## src/rtl/cbh_pkg.sv

```systemverilog
`default_nettype none

package cbh_pkg;

    localparam int unsigned COUNT_W   = 32;
    localparam int unsigned IDX_W     = 11;
    localparam int unsigned SYM_W     = 6;
    localparam int unsigned LET_W     = 5;
    localparam int unsigned SEL_W     = 3;
    localparam int unsigned NTBL      = 6;
    localparam int unsigned NSYM_WITH = 33;
    localparam int unsigned NSYM_LET  = 32;

    // longest table, sets the length of the clearing sweep
    localparam int unsigned CLR_LEN = NSYM_WITH * NSYM_WITH;

    localparam logic [SYM_W-1:0] SPACE_CODE = SYM_W'(NSYM_LET);
    localparam logic [LET_W-1:0] YE_CODE    = LET_W'(5);

    localparam logic [7:0] LEAD_D0  = 8'hD0;
    localparam logic [7:0] LEAD_D1  = 8'hD1;
    localparam logic [7:0] CH_SPACE = 8'h20;
    localparam logic [7:0] CH_TAB   = 8'h09;
    localparam logic [7:0] CH_LF    = 8'h0A;
    localparam logic [7:0] CH_CR    = 8'h0D;
    localparam logic [7:0] YO_UPPER = 8'h81;
    localparam logic [7:0] YO_LOWER = 8'h91;

    typedef enum logic {
        OP_FEED = 1'b0,
        OP_READ = 1'b1
    } op_t;

    typedef enum logic [SEL_W-1:0] {
        TBL_SINGLE_WITH  = 3'd0,
        TBL_OVL_WITH     = 3'd1,
        TBL_NOVL_WITH    = 3'd2,
        TBL_SINGLE_LET   = 3'd3,
        TBL_OVL_LET      = 3'd4,
        TBL_NOVL_LET     = 3'd5
    } tbl_sel_t;

    localparam int unsigned TBL_DEPTH [NTBL] = '{
        NSYM_WITH, NSYM_WITH * NSYM_WITH, NSYM_WITH * NSYM_WITH,
        NSYM_LET, NSYM_LET * NSYM_LET, NSYM_LET * NSYM_LET
    };

    typedef struct packed {
        logic ok;
        logic [LET_W-1:0] code;
    } letter_t;

    // per-item request into the counter memories
    typedef struct packed {
        logic rd;
        logic rd_ok;
        logic [SEL_W-1:0] sel;
        logic [NTBL-1:0] inc;
        logic [NTBL-1:0][IDX_W-1:0] addr;
    } cnt_req_t;

    function automatic logic [IDX_W:0] tbl_depth(input logic [SEL_W-1:0] sel);
        logic [IDX_W:0] d;
        unique case (sel)
            TBL_SINGLE_WITH: d = (IDX_W+1)'(TBL_DEPTH[0]);
            TBL_OVL_WITH:    d = (IDX_W+1)'(TBL_DEPTH[1]);
            TBL_NOVL_WITH:   d = (IDX_W+1)'(TBL_DEPTH[2]);
            TBL_SINGLE_LET:  d = (IDX_W+1)'(TBL_DEPTH[3]);
            TBL_OVL_LET:     d = (IDX_W+1)'(TBL_DEPTH[4]);
            TBL_NOVL_LET:    d = (IDX_W+1)'(TBL_DEPTH[5]);
            default:         d = '0;
        endcase
        return d;
    endfunction

    // second byte of a two-byte letter, lead 0xD0 or 0xD1
    function automatic letter_t decode_pair(input logic d1, input logic [7:0] b);
        letter_t r;
        logic [7:0] diff;
        diff = b - 8'h90;
        r.ok   = 1'b0;
        r.code = '0;
        if (!d1) begin
            if (b >= 8'h90 && b <= 8'hAF) begin
                r.ok   = 1'b1;
                r.code = diff[LET_W-1:0];
            end else if (b >= 8'hB0 && b <= 8'hBF) begin
                r.ok   = 1'b1;
                r.code = {1'b0, b[3:0]};
            end else if (b == YO_UPPER) begin
                r.ok   = 1'b1;
                r.code = YE_CODE;
            end
        end else begin
            if (b >= 8'h80 && b <= 8'h8F) begin
                r.ok   = 1'b1;
                r.code = {1'b1, b[3:0]};
            end else if (b == YO_LOWER) begin
                r.ok   = 1'b1;
                r.code = YE_CODE;
            end
        end
        return r;
    endfunction

endpackage

`default_nettype wire

```

## src/rtl/cbh_decode.sv

```systemverilog
`default_nettype none

module cbh_decode (
    input  wire logic                         aclk,
    input  wire logic                         aresetn,
    input  wire logic                         acc,
    input  wire logic                         op,
    input  wire logic [7:0]                   text_byte,
    input  wire logic [cbh_pkg::SEL_W-1:0]    table_select,
    input  wire logic [cbh_pkg::IDX_W-1:0]    entry_index,
    output cbh_pkg::cnt_req_t                 req
);

    logic                        lead_pending_reg, lead_pending_next;
    logic                        lead_is_d1_reg, lead_is_d1_next;
    logic                        last_was_space_reg, last_was_space_next;
    logic [cbh_pkg::SYM_W-1:0]   prev_with_reg, prev_with_next;
    logic                        prev_with_valid_reg, prev_with_valid_next;
    logic                        par_with_reg, par_with_next;
    logic [cbh_pkg::LET_W-1:0]   prev_letter_reg, prev_letter_next;
    logic                        prev_letter_valid_reg, prev_letter_valid_next;
    logic                        par_let_reg, par_let_next;

    cbh_pkg::letter_t            dec;
    logic                        feed, is_ws, push, is_letter;
    logic [cbh_pkg::SYM_W-1:0]   sym;
    logic [cbh_pkg::IDX_W-1:0]   k_with, k_let;

    assign dec   = cbh_pkg::decode_pair(lead_is_d1_reg, text_byte);
    assign feed  = acc && (op == cbh_pkg::OP_FEED);
    assign is_ws = (text_byte == cbh_pkg::CH_SPACE) || (text_byte == cbh_pkg::CH_TAB)
                || (text_byte == cbh_pkg::CH_LF) || (text_byte == cbh_pkg::CH_CR);

    always_comb begin
        push = 1'b0;
        sym  = cbh_pkg::SPACE_CODE;
        if (lead_pending_reg) begin
            push = dec.ok;
            sym  = {1'b0, dec.code};
        end else if (is_ws) begin
            push = !last_was_space_reg;
        end
    end

    assign is_letter = (sym != cbh_pkg::SPACE_CODE);
    // prev * 33 + sym
    assign k_with = {prev_with_reg, 5'b0} + cbh_pkg::IDX_W'(prev_with_reg)
                  + cbh_pkg::IDX_W'(sym);
    assign k_let  = cbh_pkg::IDX_W'({prev_letter_reg, sym[cbh_pkg::LET_W-1:0]});

    always_comb begin
        lead_pending_next      = lead_pending_reg;
        lead_is_d1_next        = lead_is_d1_reg;
        last_was_space_next    = last_was_space_reg;
        prev_with_next         = prev_with_reg;
        prev_with_valid_next   = prev_with_valid_reg;
        par_with_next          = par_with_reg;
        prev_letter_next       = prev_letter_reg;
        prev_letter_valid_next = prev_letter_valid_reg;
        par_let_next           = par_let_reg;
        if (feed) begin
            if (lead_pending_reg) begin
                lead_pending_next = 1'b0;
            end else if (text_byte == cbh_pkg::LEAD_D0 || text_byte == cbh_pkg::LEAD_D1) begin
                lead_pending_next = 1'b1;
                lead_is_d1_next   = (text_byte == cbh_pkg::LEAD_D1);
            end
            if (push) begin
                last_was_space_next  = !is_letter;
                prev_with_next       = sym;
                prev_with_valid_next = 1'b1;
                par_with_next        = !par_with_reg;
                if (is_letter) begin
                    prev_letter_next       = sym[cbh_pkg::LET_W-1:0];
                    prev_letter_valid_next = 1'b1;
                    par_let_next           = !par_let_reg;
                end
            end
        end
    end

    always_ff @(posedge aclk) begin
        if (!aresetn) begin
            lead_pending_reg      <= 1'b0;
            lead_is_d1_reg        <= 1'b0;
            last_was_space_reg    <= 1'b0;
            prev_with_reg         <= '0;
            prev_with_valid_reg   <= 1'b0;
            par_with_reg          <= 1'b0;
            prev_letter_reg       <= '0;
            prev_letter_valid_reg <= 1'b0;
            par_let_reg           <= 1'b0;
        end else begin
            lead_pending_reg      <= lead_pending_next;
            lead_is_d1_reg        <= lead_is_d1_next;
            last_was_space_reg    <= last_was_space_next;
            prev_with_reg         <= prev_with_next;
            prev_with_valid_reg   <= prev_with_valid_next;
            par_with_reg          <= par_with_next;
            prev_letter_reg       <= prev_letter_next;
            prev_letter_valid_reg <= prev_letter_valid_next;
            par_let_reg           <= par_let_next;
        end
    end

    always_comb begin
        req.rd    = (op == cbh_pkg::OP_READ);
        req.rd_ok = ({1'b0, entry_index} < cbh_pkg::tbl_depth(table_select));
        req.sel   = table_select;
        req.inc   = '0;
        if (!req.rd && push) begin
            req.inc[cbh_pkg::TBL_SINGLE_WITH] = 1'b1;
            req.inc[cbh_pkg::TBL_OVL_WITH]    = prev_with_valid_reg;
            req.inc[cbh_pkg::TBL_NOVL_WITH]   = prev_with_valid_reg && par_with_reg;
            req.inc[cbh_pkg::TBL_SINGLE_LET]  = is_letter;
            req.inc[cbh_pkg::TBL_OVL_LET]     = is_letter && prev_letter_valid_reg;
            req.inc[cbh_pkg::TBL_NOVL_LET]    = is_letter && prev_letter_valid_reg
                                              && par_let_reg;
        end
        if (req.rd) begin
            for (int t = 0; t < cbh_pkg::NTBL; t++) begin
                req.addr[t] = entry_index;
            end
        end else begin
            req.addr[cbh_pkg::TBL_SINGLE_WITH] = cbh_pkg::IDX_W'(sym);
            req.addr[cbh_pkg::TBL_OVL_WITH]    = k_with;
            req.addr[cbh_pkg::TBL_NOVL_WITH]   = k_with;
            req.addr[cbh_pkg::TBL_SINGLE_LET]  = cbh_pkg::IDX_W'(sym[cbh_pkg::LET_W-1:0]);
            req.addr[cbh_pkg::TBL_OVL_LET]     = k_let;
            req.addr[cbh_pkg::TBL_NOVL_LET]    = k_let;
        end
    end

endmodule

`default_nettype wire

```

## config.mk

```make
export PLATFORM = sky130hd
export DESIGN_NAME = cbh_decode
export DESIGN_NICKNAME = d
export VERILOG_FILES = /design/src/rtl/cbh_pkg.sv /design/src/rtl/cbh_decode.sv
export SDC_FILE = /design/constraint.sdc
export NUM_CORES = 1
export LEC_CHECK = 0
export ABC_AREA = 1
export ABC_CLOCK_PERIOD_IN_PS = 2300
export BUFFER_PORTS_ARGS = -buffer_cell sky130_fd_sc_hd__buf_2
export CAP_MARGIN = 10
export CORE_ASPECT_RATIO = 1.25
export CORE_MARGIN = 2
export CORE_UTILIZATION = 42
export CTS_CLUSTER_SIZE = 40
export DETAILED_ROUTE_END_ITERATION = 16
export PLACE_DENSITY = 0.88
export SKIP_LAST_GASP = 1
export SYNTH_ARGS = -nofsm -noshare
export SYNTH_HDL_FRONTEND = slang
export SYNTH_SLANG_ARGS = --single-unit
```

## constraint.sdc

```tcl
create_clock -name aclk -period 2.3 [get_ports aclk]
set_clock_uncertainty 0.15 [all_clocks]
set_input_delay 0 -clock aclk [delete_from_list [all_inputs] [get_ports aclk]]
set_output_delay 0 -clock aclk [all_outputs]
set_load 0.01 [all_outputs]
```

== Word-level counts from Yosys, hierarchy flattened ==
Index checks and enable logic that the tools add are counted.
Storage, ports and cells
  input port bits: 26
  register bits after elaboration: 18
  output and inout port bits: 77
  word-level logic and storage cells: 72
Cells by class
  add/sub/neg operators: 3
  bitwise operators: 2
  muxes and demuxes: 14
  eq/ne operators: 14
  reduce and logical (&&, ||, !) cells: 23
  order comparisons: 7
Operators with widths (number)
  2-to-1 mux 66 bit: 1
  2-to-1 mux 6 bit: 8
  case mux 11 bit (4 select lines): 1
  equality test 8 bit (second input constant): 4
  equality test 8 x 4 -> 1 bit (second input constant): 3
  greater-or-equal comparator 8 bit (second input constant): 3
  <= comparator 8 bit (second input constant): 3
  adder 11 x 6 -> 11 bit: 2
  < comparator 11 x 12 -> 1 bit: 1
  equality test 8 x 6 -> 1 bit (second input constant): 1
  logical AND 1 bit: 8
  equality test 3 x 2 -> 1 bit (second input constant): 2
  equality test 3 bit (second input constant): 2
  != test 6 bit (second input constant): 1
  AND reduction 3 bit: 2
  zero test 1 bit: 5
  subtractor 5 bit (second input constant): 1
  logical OR 1 bit: 4
  2-to-1 mux 1 bit: 4
  OR reduction 2 bit: 2
  equality test 3 x 1 -> 1 bit (second input constant): 1
  zero test 3 bit: 1
  inverter 1 bit: 2
  AND reduction 2 bit: 1

== Longest topological paths before layout ==
Gate-level depths: netlist of the first run.
  depth in word-level cells: 10
  mapped depth: 21
  depth with buffers taken out: 20

== Least setup slack after synthesis of the first run ==
Ideal clock, no wire load.
  kind: flip-flop to output port
  start point: register lead_is_d1_reg
  end point: output req[27] in the netlist's numbering
  cell stages (with the launch flop): 15
  slack: -0.467 ns
  path buffers: 1
  data required time: 2.150 ns
  arrival: 2.617 ns
  cell sequence: dfxtp_1 inv_1 nor2_1 nand2_1 nand3_4 inv_2 nand2_1 inv_1 ha_1 inv_1 fa_1 o31ai_1 xor2_1 o21ai_0 buf_4
RTL lines
  from (decl): RTL line cbh_decode.sv:15  | logic lead_is_d1_reg, lead_is_d1_next;
  from (signal assigned): RTL line cbh_decode.sv:95  | lead_is_d1_reg <= lead_is_d1_next;
  to (decl): RTL line cbh_decode.sv:11  | output cbh_pkg::cnt_req_t req

==> results.py, run 1 <==
metrics = {
    "status": {
        "outcome": "finished with violations",
        "violations": "negative setup slack",
    },
    "synth": {
        "yosysSeqAreaShare": 0.174,
        "avgSynthCellArea_um2": 6.23,
        "yosys-top-cells-area": "dfxtp_1, nand2_1, buf_4, ha_1, inv_1",
        "yosys_warnings": 0,
        "syn_inst": 333,
        "synth_seq_cells": 18,
        "synth_fp_nets": 375,
        "ys_types": 33,
        "synth.mux.area_fraction": 0,
        "synth.top_cell.area_share": 0.174,
        "synth_area_leader_cell": "dfxtp_1",
        "synth_top_family_by_area": "simple AND/OR/NAND/NOR gates",
        "synth_adder_area_share": 0.104,
        "synth-simple-area-share": 0.337,
        "synth_xor_area_frac": 0.00845,
        "synth_area_mm2": 0.00207,
        "synth_compound_area_frac": 0.129,
    },
    "timing": {
        "fin_crit_sh": 1.23,
        "worst_slack_ns": -0.519,
        "worst_pin_slew_ns": 0.509,
        "rsz0062_at_grt": "yes",
        "finalSetupViolCount": 18,
        "slew_headroom": 0.660,
        "maxSlewViolCount": 0,
        "final_hold_viol_count": 0,
        "min_period_ns": 2.82,
        "fmax_mhz": 355,
    },
    "global_routing": {
        "antenna_found_initial": 0,
        "grt_max_degree": 27,
        "grt_pass1_wl_mm": 9.20,
        "grt_pass1_vias": 2156,
        "grt.total_usage": 0.214,
        "grt_remaining_overflow": 0,
    },
    "clock_network": {
        "cts_made_buffers": 3,
        "htree_levels": 1,
        "clk_pin_slew_ns": 0.07,
        "root_buffer": "clkbuf_8",
        "insertion_delay_ns": 0.25,
        "tritoncts": "yes",
        "clock_path_buffers": 2,
        "cts_hold_buf": 0,
        "clock_sinks": 18,
    },
    "critical_path": {
        "cp_cell_sequence": "nor2_4 > buf_4 > nor3_4 > ha_4 > ha_4 > inv_2 > fa_2 > inv_2 > nand2_2 > o211ai_1 > nand3_1 > nand2_1 > o21ai_2 > buf_2",
        "r2r_end": "prev_with_reg[2]",
        "path_class": "register to output port",
        "critPathMaxStageDelay_ns": 0.41,
        "endpoint_kind": "output port",
        "regToRegStartpoint": "lead_pending_reg",
        "rr_worst_depth": 7,
        "crit_slowest_cell": "fa_2",
        "path_max_fanout": 4,
        "cp.arrival_ns": 2.67,
        "crit_required_ns": 2.15,
        "startpoint_type": "register",
        "rrSetupSlack_ns": 0.57,
    },
    "placed_design": {
        "post-dp-hpwl_mm": 4.94,
        "portBuffers": 102,
        "dpl_worst_slack_ns": -0.231,
        "place.gp.congestion": 0.866,
    },
    "detailed_routing": {
        "vias": 2476,
        "wl_per_cell_um": 13.1,
        "dr.pass1.iters": 5,
        "dr_wl_met2_mm": 3.47,
        "top_layer_used": "met4",
        "ant_nets": 0,
        "dr_wl_met3_um": 438,
        "wl_met1_mm": 2.43,
        "wl_mm": 6.51,
        "via_per_inst": 4.97,
        "drtIter0Drc": 136,
        "drc": 0,
    },
    "worst_hold_path": {
        "hold_path_class": "input pin to output port",
        "min_path_cells": 2,
        "holdCritStartpoint": "table_select[0]",
        "hold_end": "req[72]",
    },
    "floorplanning": {
        "start_util": 0.438,
        "die_width_um": 66.8,
        "fp-row-count": 28,
        "die_y_um": 82.6,
        "core-area_mm2": 0.00473,
        "fp.dieArea_mm2": 0.00552,
        "num_io_pins": 103,
    },
    "finish": {
        "mostFrequentLayoutCell": "buf_2",
        "fill_cells": 392,
        "most-common-layout-cells": "buf_2, nand2_1, buf_4, inv_1, a21oi_1",
        "drive_above_1_share": 0.489,
        "areaGrowthSynthToFinish_pct": 45.1,
        "largest_reg_flops": 6,
        "antennaDiodeCount": 0,
        "nets": 481,
    },
    "power_and_ir_drop": {
        "clkPwrFrac": 0.308,
        "pwr-share-seq": 0.373,
        "p_sw_frac": 0.316,
        "p_int_uw": 569,
        "finalPower_uw": 832,
        "switchingPower_uw": 263,
        "leakage_uw": 0.00163,
        "powerDensity_mw_per_mm2": 277,
        "ir_drop_mv": 0.302,
        "p_comb_frac": 0.320,
    },
    "run": {
        "maxCapViolCount": 0,
    },
}
[worst max-delay path by stage]
stage	from	to	slack, ns	cells after the start
floorplan	lead_is_d1_reg	req[31]	-0.10	17
global placement	lead_is_d1_reg	req[31]	-0.19	15
detailed placement	lead_is_d1_reg	req[31]	-0.23	16
CTS	lead_is_d1_reg	req[31]	-0.40	16
global route	lead_is_d1_reg	req[20]	-0.65	18
finish	lead_is_d1_reg	req[31]	-0.52	14
[power by group through the flow]
stage / Clock, µW / Combinational [µW] / Sequential [µW]
2_1_floorplan: 0 / 181 / 318
3_3_place_gp: 0 / 248 / 318
3_5_place_dp: 0 / 253 / 318
4_1_cts: 257 / 258 / 310
5_1_grt: 271 / 293 / 310
6_report: 256 / 266 / 310
[kinds of logic after synthesis]
family / Yosys count
buffers and inverters: 95
flip-flops: 18
AO/OA/AOI/OAI: 48
AND/OR/NAND/NOR: 154
XOR/XNOR: 2
adder cells (fa/ha/maj): 16
[layout make-up]
class	instances	area, µm²	area share
Multi-Input combinational cell	220	1450	0.483
Timing Repair Buffer	148	872	0.290
Sequential cell	18	368	0.122
Inverter	48	185	0.0616
Tap cell	60	75.1	0.0250
Clock buffer	4	55.1	0.0183
[critical path, delay by kind of cell, from the launching register on]
kind / cells / cell delay, ns
adders and majority gates: 3 / 0.71
buffers and inverters: 4 / 0.42
AOI/OAI and AO/OA: 2 / 0.27
and+or+nand+nor: 5 / 0.63
DFF: 1 / 0.39
[per-layer routing]
metal	vias to the layer above	track usage
met5	-	0
met4	0	0.0714
met1	1101	0.237
li1	1229	-
met2	124	0.417
met3	22	0.0244
[synth_stat cells]
cell and number:
clkinv_1 1, o21ai_2 1, xor2_1 2, dfxtp_1 18
nor2_1 18, a211oi_1 1, nand4_1 3, nor3_2 2
o21ai_0 10, buf_4 42, o21bai_1 1, nand2_1 95
nor2_4 2, or2_2 2, o21ai_1 2, clkbuf_1 5
nand2_4 2, ha_1 14, nand3_4 1, a21oi_2 1
nand3_1 14, o211a_1 1, nor2_2 2, nor4_1 4
fa_1 2, nand2_2 4, nand3b_1 1, nor3_1 4
a21oi_1 27, o31ai_1 2, inv_2 3, o211ai_1 2
inv_1 44
[stage by stage]
step	area (µm²)	cells	hold WS, ns	TNS, ns	util
6_report	3010	498	0.0569	-5.50	0.636
5_1_grt	3010	498	0.0702	-7.69	0.636
4_1_cts	2820	492	0.0540	-4.52	0.596
3_5_place_dp	2630	480	0.0599	-1.65	0.556
3_3_place_gp	2630	480	0.0602	-1.26	0.556
2_1_floorplan	2140	333	-0.0582	-0.329	-
[timing repair]
item	CTS	global route
setup endpoints to repair	18	18
hold endpoints to repair	0	0
setup buffers	8	6
resized for setup	16	29
pin swaps	16	15
Note: power is estimated with default switching activity, not from simulation.
==> inputs of run 2 (changes only) <==
--- a/config.mk
+++ b/config.mk
@@ -6,7 +6,7 @@
 export NUM_CORES = 1
 export LEC_CHECK = 0
 export ABC_AREA = 1
-export ABC_CLOCK_PERIOD_IN_PS = 2300
+export ABC_CLOCK_PERIOD_IN_PS = 2500
 export BUFFER_PORTS_ARGS = -buffer_cell sky130_fd_sc_hd__buf_2
 export CAP_MARGIN = 10
 export CORE_ASPECT_RATIO = 1.25
==> constraint.sdc (replaced) <==
create_clock -name aclk -period 2.5 [get_ports aclk]
set_clock_uncertainty 0.15 [all_clocks]
set_input_delay 0 -clock aclk [delete_from_list [all_inputs] [get_ports aclk]]
set_output_delay 0 -clock aclk [all_outputs]
set_load 0.01 [all_outputs]
==> results.py, run 2 (synthesis gave the netlist of run 1 again) <==
metrics = {
    "timing": {
        "maxSlewViolCount": 0,
        "fmax_mhz": 367,
        "finalSetupViolCount": 20,
        "worst_slack_ns": -0.228,
        "worst_pin_slew_ns": 0.488,
        "rsz0062_at_grt": "yes",
        "fin_crit_sh": 1.09,
        "min_period_ns": 2.73,
        "slew_headroom": 0.675,
        "final_hold_viol_count": 0,
    },
    "placed_design": {
        "post-dp-hpwl_mm": 4.95,
        "portBuffers": 102,
        "place.gp.congestion": 0.880,
        "postPlaceCellArea_mm2": 0.00251,
    },
    "clock_network": {
        "insertion_delay_ns": 0.24,
        "htree_levels": 1,
        "tritoncts": "yes",
        "clock_sinks": 18,
        "root_buffer": "clkbuf_8",
        "cts_made_buffers": 3,
        "clk_pin_slew_ns": 0.06,
        "clock_path_buffers": 2,
    },
    "critical_path": {
        "path_max_fanout": 4,
        "critPathMaxStageDelay_ns": 0.36,
        "startpoint_type": "register",
        "crit_required_ns": 2.35,
        "cp_cell_sequence": "o21ai_2 > nand2_4 > nor3_4 > ha_4 > ha_4 > inv_1 > nor3_2 > nand2_1 > o211ai_1 > a21oi_1 > o21ai_2 > buf_2",
        "endpoint_kind": "output port",
        "cp.arrival_ns": 2.58,
        "path_class": "register to output port",
        "crit_slowest_cell": "dfxtp_4",
    },
    "detailed_routing": {
        "wl_per_cell_um": 13.2,
        "via_per_inst": 4.97,
        "dr.pass1.iters": 4,
        "vias": 2461,
        "ant_nets": 0,
        "drtIter0Drc": 120,
        "drc": 0,
        "wl_mm": 6.53,
    },
    "finish": {
        "postLayoutCellArea_mm2": 0.00293,
        "fin_util": 0.620,
        "regArea_um2": 369,
        "antennaDiodeCount": 0,
        "mostFrequentLayoutCell": "buf_2",
        "nets": 478,
        "areaGrowthSynthToFinish_pct": 41.5,
        "drive_above_1_share": 0.457,
        "fill_cells": 413,
        "largest_reg_flops": 6,
        "multi_input_area_mm2": 0.00141,
        "most-common-layout-cells": "buf_2, nand2_1, buf_4, inv_1, a21oi_1",
    },
    "power_and_ir_drop": {
        "leakage_uw": 0.00160,
        "finalPower_uw": 746,
        "powerDensity_mw_per_mm2": 254,
        "ir_drop_mv": 0.333,
    },
    "global_routing": {
        "grt_pass1_vias": 2240,
        "grt_pass1_wl_mm": 9.68,
        "grt_remaining_overflow": 0,
        "grt.total_usage": 0.225,
        "antenna_found_initial": 0,
        "grt_max_degree": 27,
    },
    "floorplanning": {
        "die_y_um": 82.6,
        "die_width_um": 66.8,
        "fp-row-count": 28,
        "start_util": 0.438,
        "num_io_pins": 103,
        "core-area_mm2": 0.00473,
        "fp.dieArea_mm2": 0.00552,
    },
    "status": {
        "violations": "negative setup slack",
        "outcome": "finished with violations",
    },
    "worst_hold_path": {
        "hold_path_class": "input pin to register",
    },
    "run": {
        "maxCapViolCount": 0,
    },
}
## run 2: changes by cell type in the layout (fill, tap and decap cells not counted), moves of 2 or more
cell     change
nand2_2      -8
nand2_4      +2
nor2_4       -2
nand2_1      +6
buf_4        -5
buf_2        +2
nor2_1       +2
## run 2: worst paths after layout
check	from	endpoint	slack [ns]	depth (start not counted)
max	lead_is_d1_reg	req[31]	-0.23	12
min	text_byte[7]	prev_with_reg[5]	0.02	4
max reg2reg	lead_pending_reg	prev_with_reg[0]	0.76	7
min reg2reg	par_let_reg	par_let_reg	0.32	2
## run 2: worst max-delay path, delay by kind of cell (launching register included)
family | cells | cell delay [ns]
AOI/OAI and AO/OA | 4 | 0.56
adders and majority gates | 2 | 0.53
buffers and inverters | 2 | 0.24
DFF | 1 | 0.36
and+or+nand+nor | 4 | 0.64
## run 2: where the power goes
group | switching [µW] | leakage (µW) | internal (µW)
sequential | 0.282 | 0.000147 | 285
combinational | 141 | 0.00143 | 90.5
clock | 89.8 | 0.0000288 | 140
total | 231 | 0.00160 | 515
## run 2: cell type report
class | count | area share
multi-input cells | 220 | 0.479
repair buffers | 145 | 0.288
flip-flops and latches | 18 | 0.126
inverters | 48 | 0.0631
well taps | 60 | 0.0256
clock buffers | 4 | 0.0188
## run 2: timing repair
| action | CTS | global route |
|---|---|---|
| hold buffers | 1 | 0 |
| gates resized for setup | 32 | 14 |
| pin swaps | 20 | 15 |
| setup buffers | 14 | 5 |
| endpoints found under the hold margin | 2 | 0 |
| endpoints found under the setup margin | 18 | 22 |
## run 2: per-stage QoR
stage | hold slack, ns | std cells | setup slack [ns] | TNS [ns]
after global placement | 0.0656 | 471 | 0.0293 | 0
after floorplan | -0.0582 | 333 | 0.0362 | 0
after global routing | 0.0443 | 495 | -0.368 | -5.70
final | 0.0182 | 495 | -0.228 | -2.87
after detailed placement | 0.0649 | 471 | -0.0663 | -0.254
after CTS | 0.00946 | 490 | -0.159 | -1.27
## run 2: routing by layer
| layer | share of wire | vias up | track usage |
|---|---|---|---|
| met5 | 0 | - | 0 |
| met4 | 0.023 | 0 | 0.0612 |
| met3 | 0.059 | 12 | 0.0217 |
| met2 | 0.55 | 109 | 0.446 |
| met1 | 0.37 | 1120 | 0.250 |
| li1 | - | 1220 | - |
==> inputs of run 3 (changes only) <==
--- a/config.mk
+++ b/config.mk
@@ -15,6 +15,7 @@
 export CTS_CLUSTER_SIZE = 40
 export DETAILED_ROUTE_END_ITERATION = 16
 export PLACE_DENSITY = 0.88
+export REMOVE_ABC_BUFFERS = 1
 export SKIP_LAST_GASP = 1
 export SYNTH_ARGS = -nofsm -noshare
 export SYNTH_HDL_FRONTEND = slang
==> results.py, run 3 (synthesis gave the netlist of run 1 again) <==
metrics = {
    "critical_path": {
        "startpoint_type": "register",
        "endpoint_kind": "output port",
        "setup.worst_path.start": "lead_is_d1_reg",
        "rr_worst_depth": 7,
        "rrSetupSlack_ns": 0.65,
        "path_max_fanout": 4,
        "r2r_end": "prev_with_reg[0]",
        "regToRegStartpoint": "lead_pending_reg",
        "path_class": "register to output port",
        "cp.arrival_ns": 2.65,
        "crit_required_ns": 2.35,
        "crit_end": "req[20]",
    },
    "run": {
        "maxCapViolCount": 0,
    },
    "finish": {
        "drive_above_1_share": 0.468,
        "postLayoutCellArea_mm2": 0.00296,
        "mostFrequentLayoutCell": "buf_2",
        "largest_reg_flops": 6,
        "fill_cells": 394,
        "most-common-layout-cells": "buf_2, nand2_1, buf_4, inv_1, a21oi_1",
        "areaGrowthSynthToFinish_pct": 42.5,
        "nets": 484,
    },
    "placed_design": {
        "dpl_worst_slack_ns": -0.239,
        "post-dp-hpwl_mm": 5.05,
        "postPlaceCellArea_mm2": 0.00261,
        "portBuffers": 102,
        "place.gp.congestion": 0.868,
    },
    "clock_network": {
        "cts_made_buffers": 3,
        "clock_path_buffers": 2,
        "clk_pin_slew_ns": 0.06,
        "root_buffer": "clkbuf_8",
        "insertion_delay_ns": 0.25,
        "htree_levels": 1,
        "clock_sinks": 18,
        "tritoncts": "yes",
    },
    "floorplanning": {
        "num_io_pins": 103,
        "core-area_mm2": 0.00473,
        "start_util": 0.438,
        "die_y_um": 82.6,
        "fp-row-count": 28,
        "fp.dieArea_mm2": 0.00552,
        "die_width_um": 66.8,
    },
    "detailed_routing": {
        "wl_mm": 7.25,
        "vias": 2563,
        "via_per_inst": 5.12,
        "wl_per_cell_um": 14.5,
        "ant_nets": 0,
        "drc": 0,
        "dr.pass1.iters": 4,
        "drtIter0Drc": 128,
    },
    "global_routing": {
        "grt_pass1_wl_mm": 9.40,
        "grt_pass1_vias": 2242,
        "grt.total_usage": 0.221,
        "grt_max_degree": 19,
        "grt_remaining_overflow": 0,
        "antenna_found_initial": 1,
    },
    "timing": {
        "setup_tns_ns": -4.10,
        "min_period_ns": 2.80,
        "finalSetupViolCount": 18,
        "maxSlewViolCount": 0,
        "worst_slack_ns": -0.301,
        "fmax_mhz": 357,
        "fin_crit_sh": 1.12,
        "final_hold_viol_count": 0,
        "slew_headroom": 0.668,
        "worst_pin_slew_ns": 0.498,
        "rsz0062_at_grt": "yes",
    },
    "power_and_ir_drop": {
        "ir_drop_mv": 0.210,
        "powerDensity_mw_per_mm2": 246,
        "leakage_uw": 0.00164,
        "finalPower_uw": 728,
    },
    "status": {
        "outcome": "finished with violations",
        "violations": "negative setup slack",
    },
    "worst_hold_path": {
        "holdCritStartpoint": "text_byte[1]",
        "hold_path_class": "input pin to register",
    },
}
## run 3: cell count changes in the layout (fill, tap and decap cells not counted), sizes merged
cell	before	now
clkbuf	4	3
diode	0	1
dlygate4sd3	1	0
buf	144	151
## run 3: how the worst min path moves through the flow
stage	to	cells after the start
2_1_floorplan	req[72]	0
3_3_place_gp	req[73]	2
3_5_place_dp	req[73]	2
4_1_cts	lead_pending_reg	5
5_1_grt	last_was_space_reg	5
6_report	lead_pending_reg	5
## run 3: area by class of cell
cell class	instances	area (µm²)	share of cell area
clock buffer	3	41.3	0.0140
multi-input combinational	220	1400	0.473
timing repair buffer	151	886	0.300
inverter	48	185	0.0627
sequential	18	368	0.124
antenna	1	2.50	0.000847
tap	60	75.1	0.0254
## run 3: report_power, final
group | internal (µW) | switching, µW | total, µW
Combinational | 97.3 | 148 | 245
Clock | 107 | 90.9 | 198
Sequential | 285 | 0.321 | 285
Total | 489 | 239 | 728
## run 3: per-layer routing
layer	global-route usage	part of all wire	vias up
li1	-	-	1235
met1	0.217	0.35	1146
met2	0.445	0.52	144
met3	0.0366	0.068	38
met4	0.0918	0.060	0
met5	0	0	-
## run 3: metrics by stage
step,std cells,util,hold WS [ns]
5_1_grt,500,0.624,0.0986
3_5_place_dp,486,0.552,0.0841
3_3_place_gp,486,0.552,0.0755
4_1_cts,494,0.588,0.0601
2_1_floorplan,286,-,-0.150
6_report,501,0.625,0.0777
## run 3: worst max-delay path, stage by stage, from the launching register on
cell and delay, ns:
dfxtp_4 0.36, buf_6 0.12, o21ai_4 0.07, nand2_4 0.12, nor3_4 0.22, ha_4 0.19, ha_4 0.14, inv_2 0.05
fa_2 0.36, inv_2 0.07, nand2_1 0.05, o211ai_1 0.19, a21oi_1 0.14, o21ai_2 0.17, buf_2 0.15
## run 3: repair_timing
item / in CTS / in global routing
resized for setup: 28 / 26
endpoints found under the hold margin: 0 / 0
setup endpoints to repair: 18 / 18
hold buffers: 0 / 0
pin swaps: 24 / 28
buffers inserted: 5 / 6
